<file path="src/rtl/topk_overlap_recall_histogram_defines.svh">
// Assertion macros shared by the RTL of the recall histogram block.
// Each macro expects signals named clock and reset in the calling scope.
`ifndef TOPK_OVERLAP_RECALL_HISTOGRAM_DEFINES_SVH
`define TOPK_OVERLAP_RECALL_HISTOGRAM_DEFINES_SVH

// Check a consequent in the same cycle as its antecedent.
`define TKOR_ASSERT_NOW(label, ante, cons, msg) \
   label: assert property (@(posedge clock) disable iff (reset) (ante) |-> (cons)) \
      else $error(msg);

// Check a consequent in the cycle after its antecedent.
`define TKOR_ASSERT_NEXT(label, ante, cons, msg) \
   label: assert property (@(posedge clock) disable iff (reset) (ante) |=> (cons)) \
      else $error(msg);

`endif

</file>
<file path="src/rtl/tkor_pkg.sv">
package tkor_pkg;

   // Field widths fixed by the interface
   localparam int ID_W   = 12;
   localparam int BIN_W  = 32;
   localparam int BIDX_W = 6;
   localparam int CFG_W  = 7;

   // Default depth of the ground-truth list and the histogram
   localparam int K_MAX_DEF = 64;

   // Ids at or beyond this count are out of the database range
   localparam logic [31:0] DB_SIZE = 32'd4096;

   // Value of valid_k after reset
   localparam logic [CFG_W-1:0] VALID_K_RST = 7'd64;

   typedef enum logic [1:0] {
      CMD_TRUTH,
      CMD_RETR,
      CMD_READ,
      CMD_CLEAR
   } tkor_cmd_type;

   typedef enum logic [2:0] {
      ST_IDLE,
      ST_EXEC,
      ST_SCAN,
      ST_BIN_READ,
      ST_BIN_UPD,
      ST_FINISH
   } tkor_state_type;

   // Control word for the histogram memory
   typedef struct packed {
      logic rd_en;
      logic wr_en;
      logic clear;
   } tkor_bin_ctl_type;

endpackage

</file>
<file path="src/rtl/tkor_truth_mem.sv">
module tkor_truth_mem #(
   parameter int DEPTH = tkor_pkg::K_MAX_DEF,
   parameter int IDX_W = (DEPTH > 1) ? $clog2(DEPTH) : 1
) (
   input  logic                      clock,
   input  logic                      wr_en,
   input  logic [IDX_W-1:0]          wr_addr,
   input  logic [tkor_pkg::ID_W-1:0] wr_data,
   input  logic [IDX_W-1:0]          rd_addr,
   output logic [tkor_pkg::ID_W-1:0] rd_data
);
   import tkor_pkg::*;

   logic [ID_W-1:0] mem_ff [DEPTH];
   logic [ID_W-1:0] rd_data_ff;

   // Write the ground-truth id at its rank
   always_ff @(posedge clock) begin
      if (wr_en) begin
         mem_ff[wr_addr] <= wr_data;
      end
   end

   // Register the read word
   always_ff @(posedge clock) begin
      rd_data_ff <= mem_ff[rd_addr];
   end

   assign rd_data = rd_data_ff;

endmodule

</file>
<file path="src/rtl/tkor_bin_mem.sv">
module tkor_bin_mem #(
   parameter int DEPTH = tkor_pkg::K_MAX_DEF,
   parameter int IDX_W = (DEPTH > 1) ? $clog2(DEPTH) : 1
) (
   input  logic                         clock,
   input  logic                         reset,
   input  tkor_pkg::tkor_bin_ctl_type   ctl,
   input  logic [IDX_W-1:0]             rd_addr,
   input  logic [IDX_W-1:0]             wr_addr,
   input  logic [tkor_pkg::BIN_W-1:0]   wr_data,
   output logic [tkor_pkg::BIN_W-1:0]   rd_data
);
   import tkor_pkg::*;

   logic [BIN_W-1:0] mem_ff [DEPTH];
   logic [DEPTH-1:0] vld_ff;
   logic [DEPTH-1:0] vld_in;
   logic [BIN_W-1:0] rd_word_ff;
   logic             rd_vld_ff;
   logic             rd_vld_in;

   // Track written bins; clear drops them all at once
   always_comb begin
      vld_in    = vld_ff;
      rd_vld_in = rd_vld_ff;
      if (ctl.clear) begin
         vld_in = '0;
      end else if (ctl.wr_en) begin
         vld_in[wr_addr] = 1'b1;
      end
      if (ctl.rd_en) begin
         rd_vld_in = vld_ff[rd_addr];
      end
   end

   always_ff @(posedge clock) begin
      if (reset) begin
         vld_ff    <= '0;
         rd_vld_ff <= 1'b0;
      end else begin
         vld_ff    <= vld_in;
         rd_vld_ff <= rd_vld_in;
      end
   end

   // Memory array: one write and one registered read
   always_ff @(posedge clock) begin
      if (ctl.wr_en) begin
         mem_ff[wr_addr] <= wr_data;
      end
      if (ctl.rd_en) begin
         rd_word_ff <= mem_ff[rd_addr];
      end
   end

   // A bin never written since reset or clear reads as zero
   assign rd_data = rd_vld_ff ? rd_word_ff : '0;

endmodule

</file>
<file path="src/rtl/topk_overlap_recall_histogram.sv">
// Flow: ground-truth id, clear and rejected items pass through EXEC and FINISH after acceptance;
// bin read adds BIN_READ; a retrieved id spends a SCAN step on each rank scanned back from the
// newest ground-truth entry to the match (up to the list length), then BIN_UPD for a bin update.
// Throughput: one item at a time, next item accepted the cycle after the result is registered;
// the scan over the ground-truth memory, one entry per cycle, sets the retrieved-id time.
// Reset: synchronous; clears ranks, bin marks and all bins at once, valid_k returns to 64.
`include "topk_overlap_recall_histogram_defines.svh"

module topk_overlap_recall_histogram #(
   parameter int K_MAX = tkor_pkg::K_MAX_DEF
) (
   input  logic                        clock,
   input  logic                        reset,
   input  logic                        req_valid,
   output logic                        req_ready,
   input  logic [1:0]                  req_cmd,
   input  logic [tkor_pkg::ID_W-1:0]   req_item_id,
   input  logic                        req_new_query,
   input  logic [tkor_pkg::BIDX_W-1:0] req_bin_index,
   output logic                        rsp_valid,
   input  logic                        rsp_ready,
   output logic                        rsp_hit,
   output logic [tkor_pkg::BIDX_W-1:0] rsp_bin_hit,
   output logic [tkor_pkg::BIN_W-1:0]  rsp_bin_count,
   output logic                        rsp_status,
   input  logic                        csr_valid,
   output logic                        csr_ready,
   input  logic [tkor_pkg::CFG_W-1:0]  csr_wdata
);
   import tkor_pkg::*;

   localparam int RANK_W = $clog2(K_MAX + 1);
   localparam int IDX_W  = (K_MAX > 1) ? $clog2(K_MAX) : 1;
   localparam logic [CFG_W-1:0] K_MAX_W = CFG_W'(K_MAX);

   // State machine
   tkor_state_type state_ff, state_in;

   // Captured word
   tkor_cmd_type      cmd_ff, cmd_in;
   logic [ID_W-1:0]   id_ff, id_in;
   logic              nq_ff, nq_in;
   logic [BIDX_W-1:0] bidx_ff, bidx_in;

   // Query state
   logic [CFG_W-1:0]  valid_k_ff, valid_k_in;
   logic [RANK_W-1:0] truth_rank_ff, truth_rank_in;
   logic [RANK_W-1:0] retr_rank_ff, retr_rank_in;
   logic [K_MAX-1:0]  marked_ff, marked_in;

   // Scan and bin update
   logic [RANK_W-1:0] j_ff, j_in;
   logic [IDX_W-1:0]  scan_addr_ff, scan_addr_in;
   logic [IDX_W-1:0]  bin_addr_ff, bin_addr_in;

   // Pending result
   logic              res_hit_ff, res_hit_in;
   logic [BIDX_W-1:0] res_bin_hit_ff, res_bin_hit_in;
   logic [BIN_W-1:0]  res_count_ff, res_count_in;
   logic              res_status_ff, res_status_in;

   // Output register
   logic              rsp_valid_ff, rsp_valid_in;
   logic              rsp_hit_ff, rsp_hit_in;
   logic [BIDX_W-1:0] rsp_bin_hit_ff, rsp_bin_hit_in;
   logic [BIN_W-1:0]  rsp_count_ff, rsp_count_in;
   logic              rsp_status_ff, rsp_status_in;

   // Decode and datapath signals
   logic              req_accept;
   logic              out_free;
   logic [CFG_W-1:0]  k_eff;
   logic              id_ok;
   logic [RANK_W-1:0] truth_base;
   logic              truth_ok;
   logic              retr_ok;
   logic              bidx_ok;
   logic [RANK_W-1:0] rank_m1;
   logic [RANK_W-1:0] pos_ext;
   logic [RANK_W-1:0] bin_b;
   logic [IDX_W-1:0]  bin_b_idx;
   logic              scan_match;

   // Memory ports
   logic              truth_we;
   logic [IDX_W-1:0]  truth_waddr;
   logic [IDX_W-1:0]  truth_raddr;
   logic [ID_W-1:0]   truth_rdata;
   tkor_bin_ctl_type  bin_ctl;
   logic [IDX_W-1:0]  bin_raddr;
   logic [BIN_W-1:0]  bin_wdata;
   logic [BIN_W-1:0]  bin_rdata;

   assign req_accept = req_valid && req_ready;
   assign out_free   = !rsp_valid_ff || rsp_ready;
   assign csr_ready  = 1'b1;

   // Clamp valid_k to 1..K_MAX
   always_comb begin
      if (valid_k_ff == '0) begin
         k_eff = CFG_W'(1);
      end else if (valid_k_ff > K_MAX_W) begin
         k_eff = K_MAX_W;
      end else begin
         k_eff = valid_k_ff;
      end
   end

   // Range checks on the captured word
   assign id_ok      = (32'(id_ff) < DB_SIZE);
   assign truth_base = nq_ff ? '0 : truth_rank_ff;
   assign truth_ok   = id_ok && (CFG_W'(truth_base) < k_eff);
   assign retr_ok    = id_ok && (CFG_W'(retr_rank_ff) < k_eff);
   assign bidx_ok    = (CFG_W'(bidx_ff) < K_MAX_W);
   assign rank_m1    = truth_rank_ff - RANK_W'(1);

   // Bin of a match: the later of the two ranks
   assign pos_ext    = RANK_W'(scan_addr_ff);
   assign bin_b      = (j_ff >= pos_ext) ? j_ff : pos_ext;
   assign bin_b_idx  = bin_b[IDX_W-1:0];
   assign scan_match = (truth_rdata == id_ff);

   // Saturating increment of the bin being updated
   assign bin_wdata  = (bin_rdata == '1) ? bin_rdata : bin_rdata + BIN_W'(1);

   // Next state
   always_comb begin
      state_in = state_ff;
      unique case (state_ff)
         ST_IDLE: begin
            if (req_accept) begin
               state_in = ST_EXEC;
            end
         end
         ST_EXEC: begin
            unique case (cmd_ff)
               CMD_RETR: begin
                  state_in = (retr_ok && truth_rank_ff != '0) ? ST_SCAN : ST_FINISH;
               end
               CMD_READ: begin
                  state_in = bidx_ok ? ST_BIN_READ : ST_FINISH;
               end
               CMD_TRUTH, CMD_CLEAR: begin
                  state_in = ST_FINISH;
               end
            endcase
         end
         ST_SCAN: begin
            if (scan_match) begin
               state_in = marked_ff[bin_b_idx] ? ST_FINISH : ST_BIN_UPD;
            end else if (scan_addr_ff == '0) begin
               state_in = ST_FINISH;
            end
         end
         ST_BIN_READ: begin
            state_in = ST_FINISH;
         end
         ST_BIN_UPD: begin
            state_in = ST_FINISH;
         end
         ST_FINISH: begin
            if (out_free) begin
               state_in = ST_IDLE;
            end
         end
         default: begin
            state_in = ST_IDLE;
         end
      endcase
   end

   // State machine outputs: handshake and memory controls
   always_comb begin
      req_ready     = 1'b0;
      truth_we      = 1'b0;
      truth_waddr   = truth_base[IDX_W-1:0];
      truth_raddr   = '0;
      bin_ctl       = '0;
      bin_raddr     = bin_b_idx;
      unique case (state_ff)
         ST_IDLE: begin
            req_ready = 1'b1;
         end
         ST_EXEC: begin
            truth_raddr   = rank_m1[IDX_W-1:0];
            truth_we      = (cmd_ff == CMD_TRUTH) && truth_ok;
            bin_ctl.rd_en = (cmd_ff == CMD_READ) && bidx_ok;
            bin_ctl.clear = (cmd_ff == CMD_CLEAR);
            bin_raddr     = bidx_ff[IDX_W-1:0];
         end
         ST_SCAN: begin
            truth_raddr   = scan_addr_ff - IDX_W'(1);
            bin_ctl.rd_en = scan_match && !marked_ff[bin_b_idx];
         end
         ST_BIN_UPD: begin
            bin_ctl.wr_en = 1'b1;
         end
         ST_BIN_READ, ST_FINISH: begin
            req_ready = 1'b0;
         end
         default: begin
            req_ready = 1'b0;
         end
      endcase
   end

   // Datapath next values
   always_comb begin
      cmd_in         = cmd_ff;
      id_in          = id_ff;
      nq_in          = nq_ff;
      bidx_in        = bidx_ff;
      valid_k_in     = valid_k_ff;
      truth_rank_in  = truth_rank_ff;
      retr_rank_in   = retr_rank_ff;
      marked_in      = marked_ff;
      j_in           = j_ff;
      scan_addr_in   = scan_addr_ff;
      bin_addr_in    = bin_addr_ff;
      res_hit_in     = res_hit_ff;
      res_bin_hit_in = res_bin_hit_ff;
      res_count_in   = res_count_ff;
      res_status_in  = res_status_ff;
      rsp_valid_in   = rsp_valid_ff;
      rsp_hit_in     = rsp_hit_ff;
      rsp_bin_hit_in = rsp_bin_hit_ff;
      rsp_count_in   = rsp_count_ff;
      rsp_status_in  = rsp_status_ff;

      // Take a configuration word
      if (csr_valid && csr_ready) begin
         valid_k_in = csr_wdata;
      end

      // Drop the result once taken
      if (rsp_valid_ff && rsp_ready) begin
         rsp_valid_in = 1'b0;
      end

      case (state_ff)
         ST_IDLE: begin
            if (req_accept) begin
               cmd_in  = tkor_cmd_type'(req_cmd);
               id_in   = req_item_id;
               nq_in   = req_new_query;
               bidx_in = req_bin_index;
            end
         end
         ST_EXEC: begin
            res_hit_in     = 1'b0;
            res_bin_hit_in = '0;
            res_count_in   = '0;
            res_status_in  = 1'b0;
            unique case (cmd_ff)
               CMD_TRUTH: begin
                  if (nq_ff) begin
                     retr_rank_in = '0;
                     marked_in    = '0;
                  end
                  truth_rank_in = truth_ok ? truth_base + RANK_W'(1) : truth_base;
                  res_status_in = !truth_ok;
               end
               CMD_RETR: begin
                  res_status_in = !retr_ok;
                  j_in          = retr_rank_ff;
                  scan_addr_in  = rank_m1[IDX_W-1:0];
                  if (retr_ok) begin
                     retr_rank_in = retr_rank_ff + RANK_W'(1);
                  end
               end
               CMD_READ: begin
                  res_status_in = !bidx_ok;
               end
               CMD_CLEAR: begin
                  marked_in = '0;
               end
            endcase
         end
         ST_SCAN: begin
            if (scan_match) begin
               res_hit_in     = 1'b1;
               res_bin_hit_in = BIDX_W'(bin_b);
               bin_addr_in    = bin_b_idx;
            end else begin
               scan_addr_in   = scan_addr_ff - IDX_W'(1);
            end
         end
         ST_BIN_READ: begin
            res_count_in = bin_rdata;
         end
         ST_BIN_UPD: begin
            marked_in[bin_addr_ff] = 1'b1;
         end
         ST_FINISH: begin
            if (out_free) begin
               rsp_valid_in   = 1'b1;
               rsp_hit_in     = res_hit_ff;
               rsp_bin_hit_in = res_bin_hit_ff;
               rsp_count_in   = res_count_ff;
               rsp_status_in  = res_status_ff;
            end
         end
         default: begin
            rsp_valid_in = rsp_valid_ff;
         end
      endcase
   end

   // Control registers
   always_ff @(posedge clock) begin
      if (reset) begin
         state_ff      <= ST_IDLE;
         valid_k_ff    <= VALID_K_RST;
         truth_rank_ff <= '0;
         retr_rank_ff  <= '0;
         marked_ff     <= '0;
         rsp_valid_ff  <= 1'b0;
      end else begin
         state_ff      <= state_in;
         valid_k_ff    <= valid_k_in;
         truth_rank_ff <= truth_rank_in;
         retr_rank_ff  <= retr_rank_in;
         marked_ff     <= marked_in;
         rsp_valid_ff  <= rsp_valid_in;
      end
   end

   // Payload registers
   always_ff @(posedge clock) begin
      cmd_ff         <= cmd_in;
      id_ff          <= id_in;
      nq_ff          <= nq_in;
      bidx_ff        <= bidx_in;
      j_ff           <= j_in;
      scan_addr_ff   <= scan_addr_in;
      bin_addr_ff    <= bin_addr_in;
      res_hit_ff     <= res_hit_in;
      res_bin_hit_ff <= res_bin_hit_in;
      res_count_ff   <= res_count_in;
      res_status_ff  <= res_status_in;
      rsp_hit_ff     <= rsp_hit_in;
      rsp_bin_hit_ff <= rsp_bin_hit_in;
      rsp_count_ff   <= rsp_count_in;
      rsp_status_ff  <= rsp_status_in;
   end

   assign rsp_valid     = rsp_valid_ff;
   assign rsp_hit       = rsp_hit_ff;
   assign rsp_bin_hit   = rsp_bin_hit_ff;
   assign rsp_bin_count = rsp_count_ff;
   assign rsp_status    = rsp_status_ff;

   // Ground-truth id memory
   tkor_truth_mem #(
      .DEPTH (K_MAX)
   ) u_truth_mem (
      .clock   (clock),
      .wr_en   (truth_we),
      .wr_addr (truth_waddr),
      .wr_data (id_ff),
      .rd_addr (truth_raddr),
      .rd_data (truth_rdata)
   );

   // Histogram memory
   tkor_bin_mem #(
      .DEPTH (K_MAX)
   ) u_bin_mem (
      .clock   (clock),
      .reset   (reset),
      .ctl     (bin_ctl),
      .rd_addr (bin_raddr),
      .wr_addr (bin_addr_ff),
      .wr_data (bin_wdata),
      .rd_data (bin_rdata)
   );

   `TKOR_ASSERT_NOW(a_scan_below_rank, state_ff == ST_SCAN, RANK_W'(scan_addr_ff) < truth_rank_ff, "scan address beyond ground-truth list")
   `TKOR_ASSERT_NOW(a_rank_bound, 1'b1, (CFG_W'(truth_rank_ff) <= K_MAX_W) && (CFG_W'(retr_rank_ff) <= K_MAX_W), "rank counter beyond list depth")
   `TKOR_ASSERT_NOW(a_update_unmarked, state_ff == ST_BIN_UPD, !marked_ff[bin_addr_ff], "bin counted twice in one query")
   `TKOR_ASSERT_NEXT(a_accept_exec, req_valid && req_ready, state_ff == ST_EXEC, "accepted word not executed")

endmodule
</file>
<file path="config.mk">
export PLATFORM = sky130hd
export DESIGN_NAME = topk_overlap_recall_histogram
export DESIGN_NICKNAME = d
export VERILOG_FILES = /design/src/rtl/tkor_pkg.sv /design/src/rtl/tkor_truth_mem.sv /design/src/rtl/tkor_bin_mem.sv /design/src/rtl/topk_overlap_recall_histogram.sv
export VERILOG_INCLUDE_DIRS = /design/src /design/src/rtl
export SDC_FILE = /design/constraint.sdc
export NUM_CORES = 2
export LEC_CHECK = 0
export BUFFER_PORTS_ARGS = -buffer_cell sky130_fd_sc_hd__buf_2
export CORE_MARGIN = 8
export CORE_UTILIZATION = 50
export CTS_BUF_LIST = sky130_fd_sc_hd__clkbuf_16
export DETAILED_ROUTE_END_ITERATION = 8
export GPL_ROUTABILITY_DRIVEN = 1
export PLACE_DENSITY = 0.7
export REMOVE_ABC_BUFFERS = 1
export SLEW_MARGIN = 40
export SYNTH_ARGS = -nofsm -noshare
export SYNTH_HDL_FRONTEND = slang
export SYNTH_SLANG_ARGS = --single-unit
</file>
<file path="constraint.sdc">
create_clock -name clock -period 12.5 [get_ports clock]
set_input_delay 2.5 -clock clock [delete_from_list [all_inputs] [get_ports clock]]
set_output_delay 2.5 -clock clock [all_outputs]
set_load 0.02 [all_outputs]
</file>
==> Yosys cells after proc, flatten, opt, wreduce, memory -nomap -nowiden <==
Memory sizes are Yosys's and may differ from the RTL's. A register that Yosys moved wholly into a read port is not among the register bits.
Cells that the tools add are included.
{ "totals": {"n_memories": 2, "regBits": 274, "mem_bits_rw": 2816, "word_cells": 145, "rom_bits": 0, "output_inout_bits": 43, "latch_bits": 0, "inputBits": 33} }
{ "memory_table": {"columns": ["name", "words", "word_bits", "rd", "rd_clocked_by_memory_dff", "write_ports", "line_no", "rtl"], "rows": [
  ["u_bin_mem.mem_ff", 64, 32, 1, 1, 1, "tkor_bin_mem.sv:15", "logic [BIN_W-1:0] mem_ff [DEPTH];"],
  ["u_truth_mem.mem_ff", 64, 12, 1, 1, 1, "tkor_truth_mem.sv:14", "logic [ID_W-1:0] mem_ff [DEPTH];"]
]} }
{ "op_classes": {"bitwise": 2, "n_div": 0, "eq_ne": 20, "n_reduce_logical": 35, "shifts": 0, "n_mux": 50, "order_cmp": 8, "multipliers": 0, "add_sub_neg": 5} }
{ "ops": {"columns": ["operator", "n"], "rows": [
  ["64-bit case mux with 2 select lines", 2],
  ["64-bit OR", 2],
  ["32-bit two-way mux", 2],
  ["64-bit two-way mux", 1],
  ["32-bit case mux with 2 select lines", 1],
  ["7-bit two-way mux", 6],
  ["6-bit case mux with 2 select lines", 3],
  ["32-bit by 1-bit adder with 32-bit output, second input constant", 1],
  ["32-bit equality test, second input constant", 1],
  ["6-bit two-way mux", 5],
  ["6-bit by 7-bit < comparator with 1-bit output, second input constant", 3],
  ["1-bit two-way mux", 15],
  ["3-bit two-way mux", 5],
  ["3-bit case mux with 5 select lines", 1],
  ["7-bit by 1-bit adder with 7-bit output, second input constant", 2],
  ["7-bit < comparator", 2],
  ["2-bit != test, second input constant", 7],
  ["7-bit case mux with 2 select lines", 1],
  ["1-bit binary-select mux with 6-bit select", 2],
  ["12-bit equality test", 1],
  ["2-bit AND reduction", 6],
  ["6-bit by 1-bit subtractor with 6-bit output, second input constant", 2],
  ["2-bit nonzero test", 5],
  ["3-bit != test, second input constant", 3],
  ["23 further kinds", 41]
]} }

==> Longest topological paths before layout <==
{ "depth": {"depth_word": 8, "mapped_depth": 17, "mapped_depth_nobuf": 14} }

==> Modules after synthesis <==
From an unflattened synthesis, not the netlist that was laid out.
{ "unflattened": {"hier_cells": 5549, "hier_area_um2": 121121.2} }
{ "by_module_without_submodules": {"columns": ["mod", "seq_area_each_um2", "area_each_um2", "cells_per_inst", "instances"], "rows": [
  ["tkor_bin_mem", 63761.2, 81399.3, 3263, 1],
  ["tkor_truth_mem", 23302.3, 29851.1, 1339, 1],
  ["topk_overlap_recall_histogram", 5385.2, 9870.7, 947, 1]
]} }

==> Worst setup path after synthesis <==
Ideal clock, no wire load.
{ "synth_path": {"kind": "register to register", "start": "register u_bin_mem.rd_vld_ff", "end": "memory u_bin_mem.mem_ff[0][17], data pin", "setup_ns": 0.724, "arrival_time_ns": 5.207, "stages_incl_launch_ff": 14, "setup_slack_ns": 6.569, "n_path_buf": 2, "period_less_slack_ns": 5.931, "required_time_ns": 11.776, "cell_sequence": "dfxtp_1 -> clkbuf_1 -> clkbuf_1 -> nand2_1 -> inv_1 -> ha_1 -> and4_1 -> and3_1 -> nand4_1 -> nand4_1 -> nor3_1 -> nand2_1 -> or3_1 -> a21boi_0"} }
{ "synth_between": {"elab_chain_len": 3, "elab_cells_between_ends": 4, "classes_between": "add/sub (1); eq/ne (1); mux (2)"} }
{ "synth_rtl": {"columns": ["element", "line_no", "rtl"], "rows": [
  ["from (decl)", "tkor_bin_mem.sv:19", "logic rd_vld_ff;"],
  ["from (signal assigned)", "tkor_bin_mem.sv:42", "rd_vld_ff <= rd_vld_in;"],
  ["32-bit two-way mux (*)", "tkor_bin_mem.sv:57", "assign rd_data = rd_vld_ff ? rd_word_ff : '0;"],
  ["via bin_rdata[0]", "topk_overlap_recall_histogram.sv:92", "logic [BIN_W-1:0] bin_rdata;"],
  ["32-bit by 1-bit adder with 32-bit output / 32-bit equality test (equally long branches)", "topk_overlap_recall_histogram.sv:124", "assign bin_wdata = (bin_rdata == '1) ? bin_rdata : bin_rdata + BIN_W'(1);"],
  ["32-bit two-way mux (*)", "topk_overlap_recall_histogram.sv:124", null],
  ["via bin_wdata[17]", "topk_overlap_recall_histogram.sv:91", "logic [BIN_W-1:0] bin_wdata;"],
  ["to (decl)", "tkor_bin_mem.sv:15", null]
]} }
Mark *: on every way through the listed nets, which the timed path passes. The rest lies on a longest branch.

==> Worst setup path after layout <==
{ "layout_path": {"start": "register state_ff[0]", "end": "register u_bin_mem.rd_word_ff[13], read port of u_bin_mem.mem_ff, data pin"} }
{ "layout_between": {"elab_chain_len": 2, "elab_cells_between_ends": 4, "classes_between": "eq/ne (2); mux (2)"} }
{ "layout_rtl": {"columns": ["element", "line_no", "rtl"], "rows": [
  ["from (decl)", "topk_overlap_recall_histogram.sv:37", "tkor_state_type state_ff, state_in;"],
  ["from (signal assigned)", "topk_overlap_recall_histogram.sv:319", "state_ff <= state_in;"],
  ["3-bit by 2-bit equality test with 1-bit output / 3-bit by 1-bit equality test with 1-bit output (equally long branches)", "topk_overlap_recall_histogram.sv:180", "unique case (state_ff)"],
  ["1-bit case mux with 2 select lines / 6-bit two-way mux (equally long branches)", "topk_overlap_recall_histogram.sv:180", null],
  ["to (decl)", "tkor_bin_mem.sv:18", "logic [BIN_W-1:0] rd_word_ff;"]
]} }
Several ways; a longest one is shown, not always the timed one.
A chain may end at the register's enable or synchronous reset.

==> summary.md <==
The final instance area is 0.138 mm². The cell area that synthesis handed to floorplanning was 0.122 mm². The logs give 0.259 mm² for the floorplan die area and 0 for the yosys synthesis warning count. Setup repair after global routing left no endpoint under its margin.

The run gives 440 mm as the first-pass GRT wire length. TritonCTS built the clock tree. The path class of the tightest hold or removal check is reg2reg.

For this design, the CTS-stage hold fixing added 0 buffers. The run gives 0 as the number of instances resized during post-cts repair. After synthesis, the cell types taking the most area are edfxtp_1 73%, mux4_2 13%, dfxtp_1 2.7%, nand2_1 1.6%, mux2i_1 1.4%. Measured along the x axis, the die boundary spans 509 µm. STA classifies the critical path endpoint as a register. The H-tree was split into 5 levels.

At the later pin of the worst-skew pair, clock insertion delay measures 0.95 ns. After synthesis the netlist holds a flip-flop and latch count of 3134. Summed over all layers, the global routing overflow is 0.

The most used flip-flop cell after synthesis is edfxtp_1. The slew at the pin with the worst max-slew slack was 0.937 ns. Traced cell by cell, the critical path runs through nor2b_4, buf_4, nand2b_1, buf_4, inv_1, o311a_4, buf_12, buf_12, buf_16, buf_12, buf_16, mux4_2, nand2_1, nand3_1, a311oi_2, a21oi_1.

In the post-route analysis, the smallest setup slack over all paths is 5.91 ns. The average wire length per cell after detail routing came out at 30.8 µm. Cells with a size suffix above 1 make up 24.7% of the layout. Summing all multi-input logic gate instances after layout gives 0.0289 mm².

The proportion of register bits with asynchronous set or reset after synthesis is 0%. The routed layout has 63.0k vias. Summing all flip-flop and latch instances after layout gives 0.0924 mm².

In this run the static leakage power is 44.4 nW. Yosys mapped the design onto 70 distinct sky130hd cell types. At the worst endpoint, the required time is 13.13 ns. The region available for standard cell placement spans 0.243 mm². The worst clock skew on the final layout came out at 0.0872 ns. Critical path startpoint category: a register.

The half-perimeter wire length after placement was 163 mm; the maximum clock rate was 152 MHz. Of all nets on the critical path, the largest fanout is 61. The run gives 0 as the number of nets still failing antenna checks after routing.

The residual DRC count was 0. Routability-driven placement finished with a final weighted congestion of 0.812. The total CTS buffers is 326, and the quantity of I/O buffers inserted on ports is 74. Post-CTS setup buffer count: 0.

After filler insertion, the fill cell instance count of the layout stands at 17.4k. Data on the critical path arrives at its endpoint at 7.22 ns. The mean area per synthesized cell is 19.6 µm², and the first-pass iteration count of the detailed router is 6. Counting both buffers and inverters, the worst setup path holds a total of 8.

The effective utilization at floorplan came out at 50.2%. The family with the most delay on the worst path is buffers and inverters. Dividing the final minimum period by the clock period gives 52.7%.

After synthesis, the largest area contributor takes up 73.2% of total cell area. For this run, the post-layout net count is 6535. After the first detailed-routing iteration, the DRC count stood at 8315.

For the relative max-transition margin, the log shows 37.5%. The tools report the hold violation count in the final report as 0. The largest incremental delay on the critical path was 0.76 ns; the initial antenna violation count was 10. In this run the vertical extent of the chip is 509 µm. Total placed instance area: 0.128 mm². The number of setup violations in the final report was 0; the count of flip-flops with a built-in enable after synthesis was 2968. Setup total negative slack on the finished layout was measured at 0 ns.

Clock-pin slew was measured on the worst setup and hold paths at 0.06 ns. Across the VDD grid, the largest voltage drop is 133 µV. Largest area contributor in the synthesized netlist: edfxtp_1. The tools report the number of pins exceeding their max-slew limit in the final report as 0. For this block, the routed nets add up to 306 mm of wire.

The total power per unit cell area was 193 mW/mm². The buffer levels on the longest clock path was 4; the time the final worst path needs with I/O delays and setup was 6.59 ns. The area overhead of the layout relative to synthesis was 13.4%.

The setup path with the least slack is of type reg2reg. Counting instances in the post-synthesis netlist gives the leading cell types as 2968 x edfxtp_1, 710 x mux4_2, 518 x nand2_1, 261 x nor2_1, 187 x clkbuf_1. The average vias per placed instance came out at 6.36. The utilization of the core after routing came out at 56.9%. By instance count, the leading cell after synthesis is edfxtp_1.

The floorplan has 181 rows. Counting every instance in the synthesized netlist gives 6209. The clock drives 3134 sinks.

For the top-level I/O count, the log shows 76. The worst slack at placement was 5.83 ns. CTS placed an instance of clkbuf_16 at the clock tree root. Global routing used 23.2% of the available tracks across all layers.

By instance count, the cell type seen most on the critical path is buf_12. Entering global routing, the biggest net connects 134 pins. The flow ran to the end, and the final reports show no timing, DRC or antenna violations. For this design, the slowest cell found on the critical path is a311oi_2. The via count of the first global-routing pass is 63.1k, and the number of violations of the max-capacitance limit is 0. The tools report the sequential area share after synthesis as 76.0%.
## layer usage
| layer | vias up | share of wire, % | global-route usage [%] |
|---|---|---|---|
| met5 | - | 0.0059 | 0 |
| li1 | 25700 | - | - |
| met4 | 4 | 3.7 | 7.99 |
| met2 | 3575 | 47 | 35.8 |
| met1 | 33200 | 39 | 32.5 |
| met3 | 563 | 11 | 5.93 |
## where the power goes
part	switching (mW)	internal (mW)	total, mW
sequential	0.0915	11.7	11.8
combinational	3.49	2.24	5.73
clock	3.87	5.20	9.07
## path summary, 6_finish.rpt
| kind | cells after the start | to | startpoint | slack [ns] |
|---|---|---|---|---|
| worst min register to register | 0 | rsp_bin_count[24]$_DFFE_PP_ | res_count_ff[24]$_SDFFCE_PN0P_ | 0.41 |
| worst min-delay path | 0 | rsp_bin_count[24]$_DFFE_PP_ | res_count_ff[24]$_SDFFCE_PN0P_ | 0.41 |
| worst max-delay path | 16 | u_bin_mem.rd_word_ff[13]$_DFFE_PP_ | state_ff[0]$_SDFFE_PP0P_ | 5.91 |
| worst max register to register | 16 | u_bin_mem.rd_word_ff[13]$_DFFE_PP_ | state_ff[0]$_SDFFE_PP0P_ | 5.91 |
## cell type report
cell class              count  area share (%)
clock inverters           235            1.18
clock buffers             331            6.00
flip-flops and latches   3134            67.0
repair buffers            293            1.83
diodes                      1         0.00181
well taps                3202            2.90
inverters                  36          0.0980
multi-input cells        2684            21.0
## registers in the layout (all words and copies together), names as in the netlist, 7 cells and up
signal	flops
valid_k_ff	7
retr_rank_ff	7
res_count_ff	32
u_bin_mem.rd_word_ff	32
rsp_bin_count	32
u_bin_mem.mem_ff	2048
u_truth_mem.rd_data	12
truth_rank_ff	7
u_truth_mem.mem_ff	768
marked_ff	64
j_ff	7
u_bin_mem.vld_ff	64
id_ff	12
## placed cells by master (no fill, tap or decap), types with 74 or more instances in the layout
cell type | netlist | layout
clkbuf_16 | 0 | 331
nor2_1 | 261 | 166
dfxtp_1 | 166 | 166
nand2_1 | 518 | 512
edfxtp_1 | 2968 | 2968
inv_1 | 32 | 95
mux4_2 | 710 | 710
and3_1 | 107 | 106
mux2i_1 | 174 | 173
buf_2 | 89 | 74
buf_4 | 21 | 176
a211oi_1 | 149 | 131
a21oi_1 | 176 | 171
nand3_1 | 87 | 87
## cells by family (layout without fill, tap and decap cells)
kind of cell    Yosys count  after routing  synth area share, %
flops                  3134           3134                 76.0
simple gates           1156           1156                 4.27
xor+xnor                 53             53                0.381
mux                     892            892                 14.7
buf+inv                 391            895                 1.39
compound gates          555            555                 3.04
fa+ha+maj                27             27                0.278
other cells               1              2              0.00308
## stage by stage
step / hold WS [ns] / instances / power (mW)
floorplan: 0.400 / 5854 / 17.8
detailed placement: 0.406 / 9342 / 17.7
CTS: 0.420 / 9908 / 26.7
global route: 0.413 / 9916 / 27.5
global placement: 0.404 / 9323 / 17.5
finish: 0.412 / 9916 / 26.6
No activity file was read; power rests on OpenSTA's default activity.
